`config.mk`:
```
export PLATFORM = sky130hd
export DESIGN_NAME = entry_bitmap_allocator_iterator
export DESIGN_NICKNAME = d
export VERILOG_FILES = /design/src/rtl/ebai_pkg.sv /design/src/rtl/entry_bitmap_allocator_iterator.sv
export SDC_FILE = /design/constraint.sdc
export NUM_CORES = 1
export LEC_CHECK = 0
export BUFFER_PORTS_ARGS = -buffer_cell sky130_fd_sc_hd__buf_2
export CELL_PAD_IN_SITES_DETAIL_PLACEMENT = 0
export CELL_PAD_IN_SITES_GLOBAL_PLACEMENT = 1
export CORE_UTILIZATION = 35
export DETAILED_ROUTE_END_ITERATION = 7
export PLACE_DENSITY_LB_ADDON = 0.1
export SLEW_MARGIN = 25
export SYNTH_ARGS = -nofsm -noshare
export SYNTH_HDL_FRONTEND = slang
export SYNTH_SLANG_ARGS = --single-unit
export TNS_END_PERCENT = 1
```
`constraint.sdc`:
```
create_clock -name i_clk -period 7.8 [get_ports i_clk]
set_input_delay 1.17 -clock i_clk [delete_from_list [all_inputs] [get_ports i_clk]]
set_output_delay 1.17 -clock i_clk [all_outputs]
set_load 0.1 [all_outputs]
```
`src/rtl/ebai_pkg.sv`:
```
package ebai_pkg;

    localparam int MAX_ENTRIES_DEF = 256;
    localparam int WORD_W          = 32;
    localparam int WORD_SH         = $clog2(WORD_W);

    localparam logic [8:0] TOTAL_RESET = 9'd256;

    // request kinds
    localparam logic [1:0] OP_ALLOC = 2'd0;
    localparam logic [1:0] OP_FREE  = 2'd1;
    localparam logic [1:0] OP_NEXT  = 2'd2;

    // result status codes
    localparam logic [1:0] STAT_OK      = 2'd0;
    localparam logic [1:0] STAT_EMPTY   = 2'd1;  // full on allocate, none on next
    localparam logic [1:0] STAT_IGNORED = 2'd2;

    typedef struct packed {
        logic [1:0] operation;
        logic [7:0] entry_index;
    } t_in_item;

    typedef struct packed {
        logic [7:0] result_index;
        logic [1:0] status;
        logic [8:0] occupied_count;
    } t_out_item;

    typedef enum logic [1:0] {
        S_IDLE,
        S_SCAN,
        S_DONE
    } t_state;

    typedef struct packed {
        logic               found;
        logic [WORD_SH-1:0] bit_idx;
    } t_find;

    // lowest set bit of a word
    function automatic t_find find_first(input logic [WORD_W-1:0] w);
        t_find f;
        f.found   = 1'b0;
        f.bit_idx = '0;
        for (int i = WORD_W - 1; i >= 0; i--) begin
            if (w[i]) begin
                f.found   = 1'b1;
                f.bit_idx = WORD_SH'(i);
            end
        end
        return f;
    endfunction

endpackage

```
`src/rtl/entry_bitmap_allocator_iterator.sv`:
```
// First-fit entry allocator with a round-robin occupancy iterator.
//
// Channels: an input beat (operation, entry_index) is taken when i_in_valid is
// high and o_in_stall is low; a result beat (result_index, status,
// occupied_count) is taken when o_out_valid is high and i_out_stall is low.
// Exactly one result beat comes back per request, in request order.
// Config: i_cfg_valid/o_cfg_ready write total_entries (9 bits); o_cfg_ready is
// always high. Write it only while no request is in flight.
//
// Timing: the occupancy bitmap sits in a single-port-per-side RAM of 32-bit
// words with a registered read. Each request is worked alone: allocate scans
// words upward from entry zero to the bound, free reads and rewrites one word,
// and next scans from the cursor round the map, one word read per cycle.
// Requests that resolve without a RAM read (full, out of range, empty, unused
// code) go straight to the done state.
// Reset clears control state and per-word valid flags, so the bitmap reads as
// all clear at once; no clearing sweep is needed. A stalled receiver holds the
// result register; the next request is still accepted and held in the engine
// until the result register frees up.
module entry_bitmap_allocator_iterator #(
    parameter int MAX_ENTRIES = ebai_pkg::MAX_ENTRIES_DEF
) (
    input  logic               i_clk,
    input  logic               i_rst_n,
    input  logic               i_in_valid,
    output logic               o_in_stall,
    input  ebai_pkg::t_in_item i_in,
    output logic               o_out_valid,
    input  logic               i_out_stall,
    output ebai_pkg::t_out_item o_out,
    input  logic               i_cfg_valid,
    output logic               o_cfg_ready,
    input  logic [8:0]         i_cfg_data
);
    import ebai_pkg::*;

    localparam int DEPTH  = (MAX_ENTRIES + WORD_W - 1) / WORD_W;
    localparam int ADDR_W = (DEPTH > 1) ? $clog2(DEPTH) : 1;
    localparam int POS_W  = ADDR_W + WORD_SH;
    localparam int CUR_W  = $clog2(MAX_ENTRIES + 1);
    localparam int ITER_W = $clog2(DEPTH + 1);
    localparam int CMP_W  = (CUR_W > 9) ? CUR_W : 9;

    // bitmap RAM plus per-word valid flags (invalid word reads as zero)
    logic [WORD_W-1:0] r_mem [DEPTH];
    logic [DEPTH-1:0]  r_wvld;
    logic [WORD_W-1:0] r_rdata;
    logic              r_rvld;

    logic              mem_rd_en;
    logic [ADDR_W-1:0] mem_rd_addr;
    logic              mem_wr_en;
    logic [ADDR_W-1:0] mem_wr_addr;
    logic [WORD_W-1:0] mem_wr_data;

    t_state            r_state, n_state;
    logic [1:0]        r_op, n_op;
    logic [7:0]        r_idx, n_idx;
    logic [ADDR_W-1:0] r_addr, n_addr;
    logic [ITER_W-1:0] r_iter, n_iter;
    logic [WORD_SH-1:0] r_off, n_off;
    logic [7:0]        r_res, n_res;
    logic [1:0]        r_status, n_status;
    logic [CUR_W-1:0]  r_count, n_count;
    logic [CUR_W-1:0]  r_cursor, n_cursor;
    logic [8:0]        r_total;
    logic              r_out_vld, n_out_vld;
    t_out_item         r_out, n_out;

    logic              in_acc;
    logic              out_free;
    logic [CUR_W-1:0]  lim;
    logic [POS_W-1:0]  start_pos;
    logic [WORD_W-1:0] word;
    logic [WORD_W-1:0] mask;
    logic [WORD_W-1:0] cand;
    t_find             hit;
    logic [POS_W-1:0]  pos;

    assign in_acc      = i_in_valid && !o_in_stall;
    assign out_free    = !r_out_vld || !i_out_stall;
    assign o_in_stall  = (r_state != S_IDLE);
    assign o_out_valid = r_out_vld;
    assign o_out       = r_out;
    assign o_cfg_ready = 1'b1;

    assign lim = (CMP_W'(r_total) > CMP_W'(MAX_ENTRIES)) ? CUR_W'(MAX_ENTRIES)
                                                         : CUR_W'(r_total);
    // cursor at the end of the map wraps to entry zero
    assign start_pos = (CMP_W'(r_cursor) >= CMP_W'(MAX_ENTRIES)) ? '0 : POS_W'(r_cursor);

    assign word = r_rvld ? r_rdata : '0;
    assign hit  = find_first(cand);
    assign pos  = {r_addr, hit.bit_idx};

    always_comb begin
        mask = '1;
        cand = '0;
        if (r_op == OP_ALLOC) begin
            // bits at or above the bound are off limits
            if (CUR_W'(r_addr) >= (lim >> WORD_SH)) begin
                mask = ~({WORD_W{1'b1}} << lim[WORD_SH-1:0]);
            end
            cand = ~word & mask;
        end else begin
            if (r_iter == '0) begin
                mask = {WORD_W{1'b1}} << r_off;
            end else if (r_iter == ITER_W'(DEPTH)) begin
                mask = ~({WORD_W{1'b1}} << r_off);
            end
            cand = word & mask;
        end
    end

    always_comb begin
        n_state     = r_state;
        n_op        = r_op;
        n_idx       = r_idx;
        n_addr      = r_addr;
        n_iter      = r_iter;
        n_off       = r_off;
        n_res       = r_res;
        n_status    = r_status;
        n_count     = r_count;
        n_cursor    = r_cursor;
        n_out_vld   = r_out_vld;
        n_out       = r_out;
        mem_rd_en   = 1'b0;
        mem_rd_addr = r_addr;
        mem_wr_en   = 1'b0;
        mem_wr_addr = r_addr;
        mem_wr_data = word;

        if (r_out_vld && !i_out_stall) begin
            n_out_vld = 1'b0;
        end

        unique case (r_state)
            S_IDLE: begin
                if (in_acc) begin
                    n_op     = i_in.operation;
                    n_idx    = i_in.entry_index;
                    n_res    = '0;
                    n_status = STAT_OK;
                    n_iter   = '0;
                    unique case (i_in.operation)
                        OP_ALLOC: begin
                            if (lim == '0) begin
                                n_status = STAT_EMPTY;
                                n_state  = S_DONE;
                            end else begin
                                n_addr      = '0;
                                mem_rd_en   = 1'b1;
                                mem_rd_addr = '0;
                                n_state     = S_SCAN;
                            end
                        end
                        OP_FREE: begin
                            if (CMP_W'(i_in.entry_index) < CMP_W'(lim)) begin
                                n_addr      = ADDR_W'(i_in.entry_index >> WORD_SH);
                                mem_rd_en   = 1'b1;
                                mem_rd_addr = ADDR_W'(i_in.entry_index >> WORD_SH);
                                n_state     = S_SCAN;
                            end else begin
                                n_status = STAT_IGNORED;
                                n_state  = S_DONE;
                            end
                        end
                        OP_NEXT: begin
                            if (r_count == '0) begin
                                n_status = STAT_EMPTY;
                                n_state  = S_DONE;
                            end else begin
                                n_addr      = ADDR_W'(start_pos >> WORD_SH);
                                n_off       = start_pos[WORD_SH-1:0];
                                mem_rd_en   = 1'b1;
                                mem_rd_addr = ADDR_W'(start_pos >> WORD_SH);
                                n_state     = S_SCAN;
                            end
                        end
                        default: begin
                            n_status = STAT_IGNORED;
                            n_state  = S_DONE;
                        end
                    endcase
                end
            end

            S_SCAN: begin
                // word holds the RAM data for r_addr
                priority if (r_op == OP_ALLOC) begin
                    if (hit.found) begin
                        mem_wr_en   = 1'b1;
                        mem_wr_data = word | (WORD_W'(1) << hit.bit_idx);
                        n_count     = r_count + CUR_W'(1);
                        n_res       = 8'(pos);
                        n_state     = S_DONE;
                    end else if (CUR_W'(r_addr) == ((lim - CUR_W'(1)) >> WORD_SH)) begin
                        n_status = STAT_EMPTY;
                        n_state  = S_DONE;
                    end else begin
                        n_addr      = r_addr + ADDR_W'(1);
                        mem_rd_en   = 1'b1;
                        mem_rd_addr = r_addr + ADDR_W'(1);
                    end
                end else if (r_op == OP_FREE) begin
                    if (word[r_idx[WORD_SH-1:0]]) begin
                        mem_wr_en   = 1'b1;
                        mem_wr_data = word & ~(WORD_W'(1) << r_idx[WORD_SH-1:0]);
                        n_count     = r_count - CUR_W'(1);
                    end else begin
                        n_status = STAT_IGNORED;
                    end
                    n_state = S_DONE;
                end else begin
                    if (hit.found) begin
                        n_cursor = CUR_W'(pos) + CUR_W'(1);
                        n_res    = 8'(pos);
                        n_state  = S_DONE;
                    end else if (r_iter == ITER_W'(DEPTH)) begin
                        n_status = STAT_EMPTY;
                        n_state  = S_DONE;
                    end else begin
                        n_addr      = (r_addr == ADDR_W'(DEPTH - 1)) ? '0
                                                                    : r_addr + ADDR_W'(1);
                        n_iter      = r_iter + ITER_W'(1);
                        mem_rd_en   = 1'b1;
                        mem_rd_addr = (r_addr == ADDR_W'(DEPTH - 1)) ? '0
                                                                    : r_addr + ADDR_W'(1);
                    end
                end
            end

            S_DONE: begin
                if (out_free) begin
                    n_out_vld            = 1'b1;
                    n_out.result_index   = r_res;
                    n_out.status         = r_status;
                    n_out.occupied_count = 9'(r_count);
                    n_state              = S_IDLE;
                end
            end

            default: begin
                n_state = S_IDLE;
            end
        endcase
    end

    always_ff @(posedge i_clk) begin
        if (!i_rst_n) begin
            r_state   <= S_IDLE;
            r_count   <= '0;
            r_cursor  <= '0;
            r_total   <= TOTAL_RESET;
            r_out_vld <= 1'b0;
        end else begin
            r_state   <= n_state;
            r_count   <= n_count;
            r_cursor  <= n_cursor;
            r_out_vld <= n_out_vld;
            if (i_cfg_valid && o_cfg_ready) begin
                r_total <= i_cfg_data;
            end
        end
    end

    always_ff @(posedge i_clk) begin
        r_op     <= n_op;
        r_idx    <= n_idx;
        r_addr   <= n_addr;
        r_iter   <= n_iter;
        r_off    <= n_off;
        r_res    <= n_res;
        r_status <= n_status;
        r_out    <= n_out;
    end

    // bitmap RAM
    always_ff @(posedge i_clk) begin
        if (mem_wr_en) begin
            r_mem[mem_wr_addr] <= mem_wr_data;
        end
        if (mem_rd_en) begin
            r_rdata <= r_mem[mem_rd_addr];
        end
    end

    always_ff @(posedge i_clk) begin
        if (!i_rst_n) begin
            r_wvld <= '0;
            r_rvld <= 1'b0;
        end else begin
            if (mem_wr_en) begin
                r_wvld[mem_wr_addr] <= 1'b1;
            end
            if (mem_rd_en) begin
                r_rvld <= r_wvld[mem_rd_addr];
            end
        end
    end

endmodule

```
==> summary.md <==
| Metric | Value |
|---|---|
| Critical Path, Cell by Cell | buf_4 -> inv_1 -> nand2_1 -> ha_1 -> nand2_1 -> o21ai_2 -> buf_4 -> a31oi_1 -> a21oi_1 -> and4_1 -> and4_1 -> nand3_1 -> a211o_1 -> or2_4 -> clkinv_2 -> buf_12 -> mux2i_1 -> mux2_2 |
| Final setup violation count | 0 |
| Rows | 84 |
| Synth Cell Area | 18800 sq um |
| Antenna diodes | 0 |
| Drc violations | 0 |
| GRT Util Overall | 20.8% |
| P_leak | 0.00784 uW |
| Routability Congestion | 0.955 |
| Post-synth top area cell | edfxtp_1 |
| Mapped Cells | 1504 |
| Ys flop type | edfxtp_1 |
| Initial Utilization | 35.6% |
| Crit path largest cell delay | 0.52 ns |
| Reg clk slew, reported paths | 0.06 ns |
| Critical Path AT | 6.28 ns |
| Area share of the largest cell type after synthesis | 53.1% |
| CTS Hold Bufs | 0 |
| IO buf count | 44 |
| First-pass GRT wire length | 82.5 mm |
| Largest net degree at the start of global routing | 62 |
| Worst setup path class | flip-flop to flip-flop |
| Seq/Total Area, Yosys | 57.6% |
| CP max stage cell | clkinv_2 |
| Final worst-path cycle share | 76.4% |
| Top-count cell post-synth | edfxtp_1 |
| Core Box Area | 52900 sq um |
| CTS resizes | 0 |
| Number of global-route vias before repair | 12100 |
| Min cycle time layout | 5.96 ns |
| Worst Skew | 0.0224 ns |
| Net count reported at finish | 1586 |
| DR WL/cell | 25.1 microns |
| Required time of the critical path | 8.12 ns |
| IO Count | 46 |
| CP Launch Type | flip-flop |
| Total die area | 54700 sq um |
| Starting DRT DRC Count | 1083 |
| Clock Tree Root | clkbuf_16 |
| Sum Neg Setup Slack | 0 ns |
| Syn nets | 1556 |
| Syn-to-layout area delta | 12.0% |
| Share of cells above drive strength 1 | 13.8% |
| Post-route ant nets | 0 |
| Min-Delay Path Class | flip-flop to flip-flop |
| Drt first pass iters | 7 |
| Grt ovf | 0 |
| Final Max Tran Viols | 0 |
| DIE HEIGHT | 234 microns |
| Outcome | finished, final reports clean |
| DR vias/cell | 5.63 |
| Final hold viol count | 0 |
| Number of synthesized flops with an enable pin | 333 |
| Register bit total from synthesis | 375 |
| MaxCap Viol Count | 0 |
| Die Width | 234 microns |
| Synth warn | 0 |
| Share of flip-flops with an asynchronous set or reset | 0% |
| Synth cell count leaders | edfxtp_1, mux2i_1, nand2_1 |
| H-tree levels | 2 |
| Maximum VDD drop | 0.184 mV |
| Crit path max-delay family | buffers and inverters |
| Peak Freq | 168 MHz |
| Power Density | 261 nW/um^2 |
| Buf/Inv on CP | 5 |
| CTS tree | built |
| Max Root-Sink Buffers | 3 |
| Final WL | 56.7 mm |
| Via count | 12700 |
| CP max FO | 41 |
| Worst Hold Depth | 0 |
| CP Depth | 18 |
| FF-to-FF path depth | 18 |
| Worst Tran Pin Value | 1.05 ns |
| Sink Count | 375 |
| Largest cells by area after synthesis | edfxtp_1, mux2i_1, dfxtp_1 |
| CP endpoint kind | flip-flop |
| Total CTS buffers | 44 |
| RSZ-0062 raised after global routing | no |
| Tot Pwr | 5510 uW |
| Initial antenna violation count | 3 |
| Unique masters post-synth | 94 |
| Syn Area/Cell | 12.5 sq um |
| Worst-Skew Late Latency | 0.57 ns |
| Relative slew slack | 29.6% |
| Dpl hpwl | 38.1 mm |
| Post-CTS setup buffers | 0 |
-- report_power, final --
part	leakage [uW]	internal [uW]	switching [uW]
logic	0.00372	438	731
clock network	0.000669	1180	810
registers	0.00345	2280	72.0
-- cells in the final DEF, fill, tap and decap left out, types with 8 or more instances in the layout --
master     instances
a211oi_1          22
a21o_1             9
a21oi_1           69
a31oi_1           30
and2_1             9
and3_1             8
buf_2             44
buf_4             34
clkbuf_1          15
clkbuf_16         45
dfxtp_1           42
edfxtp_1         333
ha_1              27
inv_1             24
mux2_2            32
mux2i_1          215
mux4_2            10
nand2_1          118
nand2b_1          16
nand3_1           24
nand4_1           13
nor2_1           106
nor2b_1           12
nor3_1            21
o211ai_1          12
o21a_1            17
o21ai_0           29
o21ai_1           10
o22ai_1           17
o31ai_1           11
xnor2_1           13
xor2_1             9
-- cell type report --
type,count,area [sq um]
fill,5043,31800
sequential,375,10800
multi-input combinational,1006,7400
clock buffer,62,1210
tap,688,861
timing repair buffer,80,515
clock inverter,18,170
inverter,27,103
-- cells by family (layout without fill, tap and decap cells) --
family | after synthesis | in the layout | share of synthesized area [%]
other | 1 | 1 | 0.0199
AO/OA/AOI/OAI | 311 | 311 | 11.3
XOR/XNOR | 22 | 22 | 1.02
AND/OR/NAND/NOR | 384 | 384 | 9.86
multiplexers | 260 | 260 | 14.7
flip-flops | 375 | 375 | 57.6
adder cells (fa/ha/maj) | 28 | 28 | 1.90
buffers and inverters | 123 | 187 | 3.65
-- registers in the layout (all words and copies together), names as in the netlist --
name,flops
r_mem,256
r_rdata,32
o_out,19
r_count,9
r_cursor,9
r_total,9
r_res,8
r_wvld,8
r_idx,5
r_off,5
r_iter,4
mem_wr_addr,3
r_op,2
r_state,2
r_status,2
o_out_valid,1
r_rvld,1
-- routing by layer --
metal | part of all wire, % | GRT usage, % | up-vias | wire length (microns)
met5 | 0 | 0 | - | 0
met4 | 2.8 | 6.72 | 0 | 1570
met3 | 5.9 | 4.26 | 89 | 3340
met2 | 46 | 32.9 | 373 | 26200
met1 | 45 | 28.3 | 6385 | 25600
li1 | - | - | 5864 | -
-- worst paths after layout --
kind,from,to,slack [ns]
max,r_total[8]$_SDFFE_PN1P_,r_rdata[26]$_DFFE_PP_,1.84
min,r_status[1]$_DFFE_PP_,o_out[10]$_DFFE_PP_,0.45
max reg2reg,r_total[8]$_SDFFE_PN1P_,r_rdata[26]$_DFFE_PP_,1.84
min reg2reg,r_status[1]$_DFFE_PP_,o_out[10]$_DFFE_PP_,0.45
-- stage by stage --
step | worst slack, ns | hold WS [ns] | std cells | instance area, sq um | utilization, %
finish | 1.84 | 0.446 | 2256 | 21100 | 39.9
global route | 1.56 | 0.451 | 2256 | 21100 | 39.9
CTS | 1.87 | 0.452 | 2256 | 21100 | 39.9
detailed placement | 1.87 | 0.440 | 2176 | 19700 | 37.3
global placement | 1.88 | 0.439 | 2176 | 19700 | 37.3
floorplan | 1.56 | 0.400 | 1504 | 18800 | -
Power figures use the tool's default switching activity.
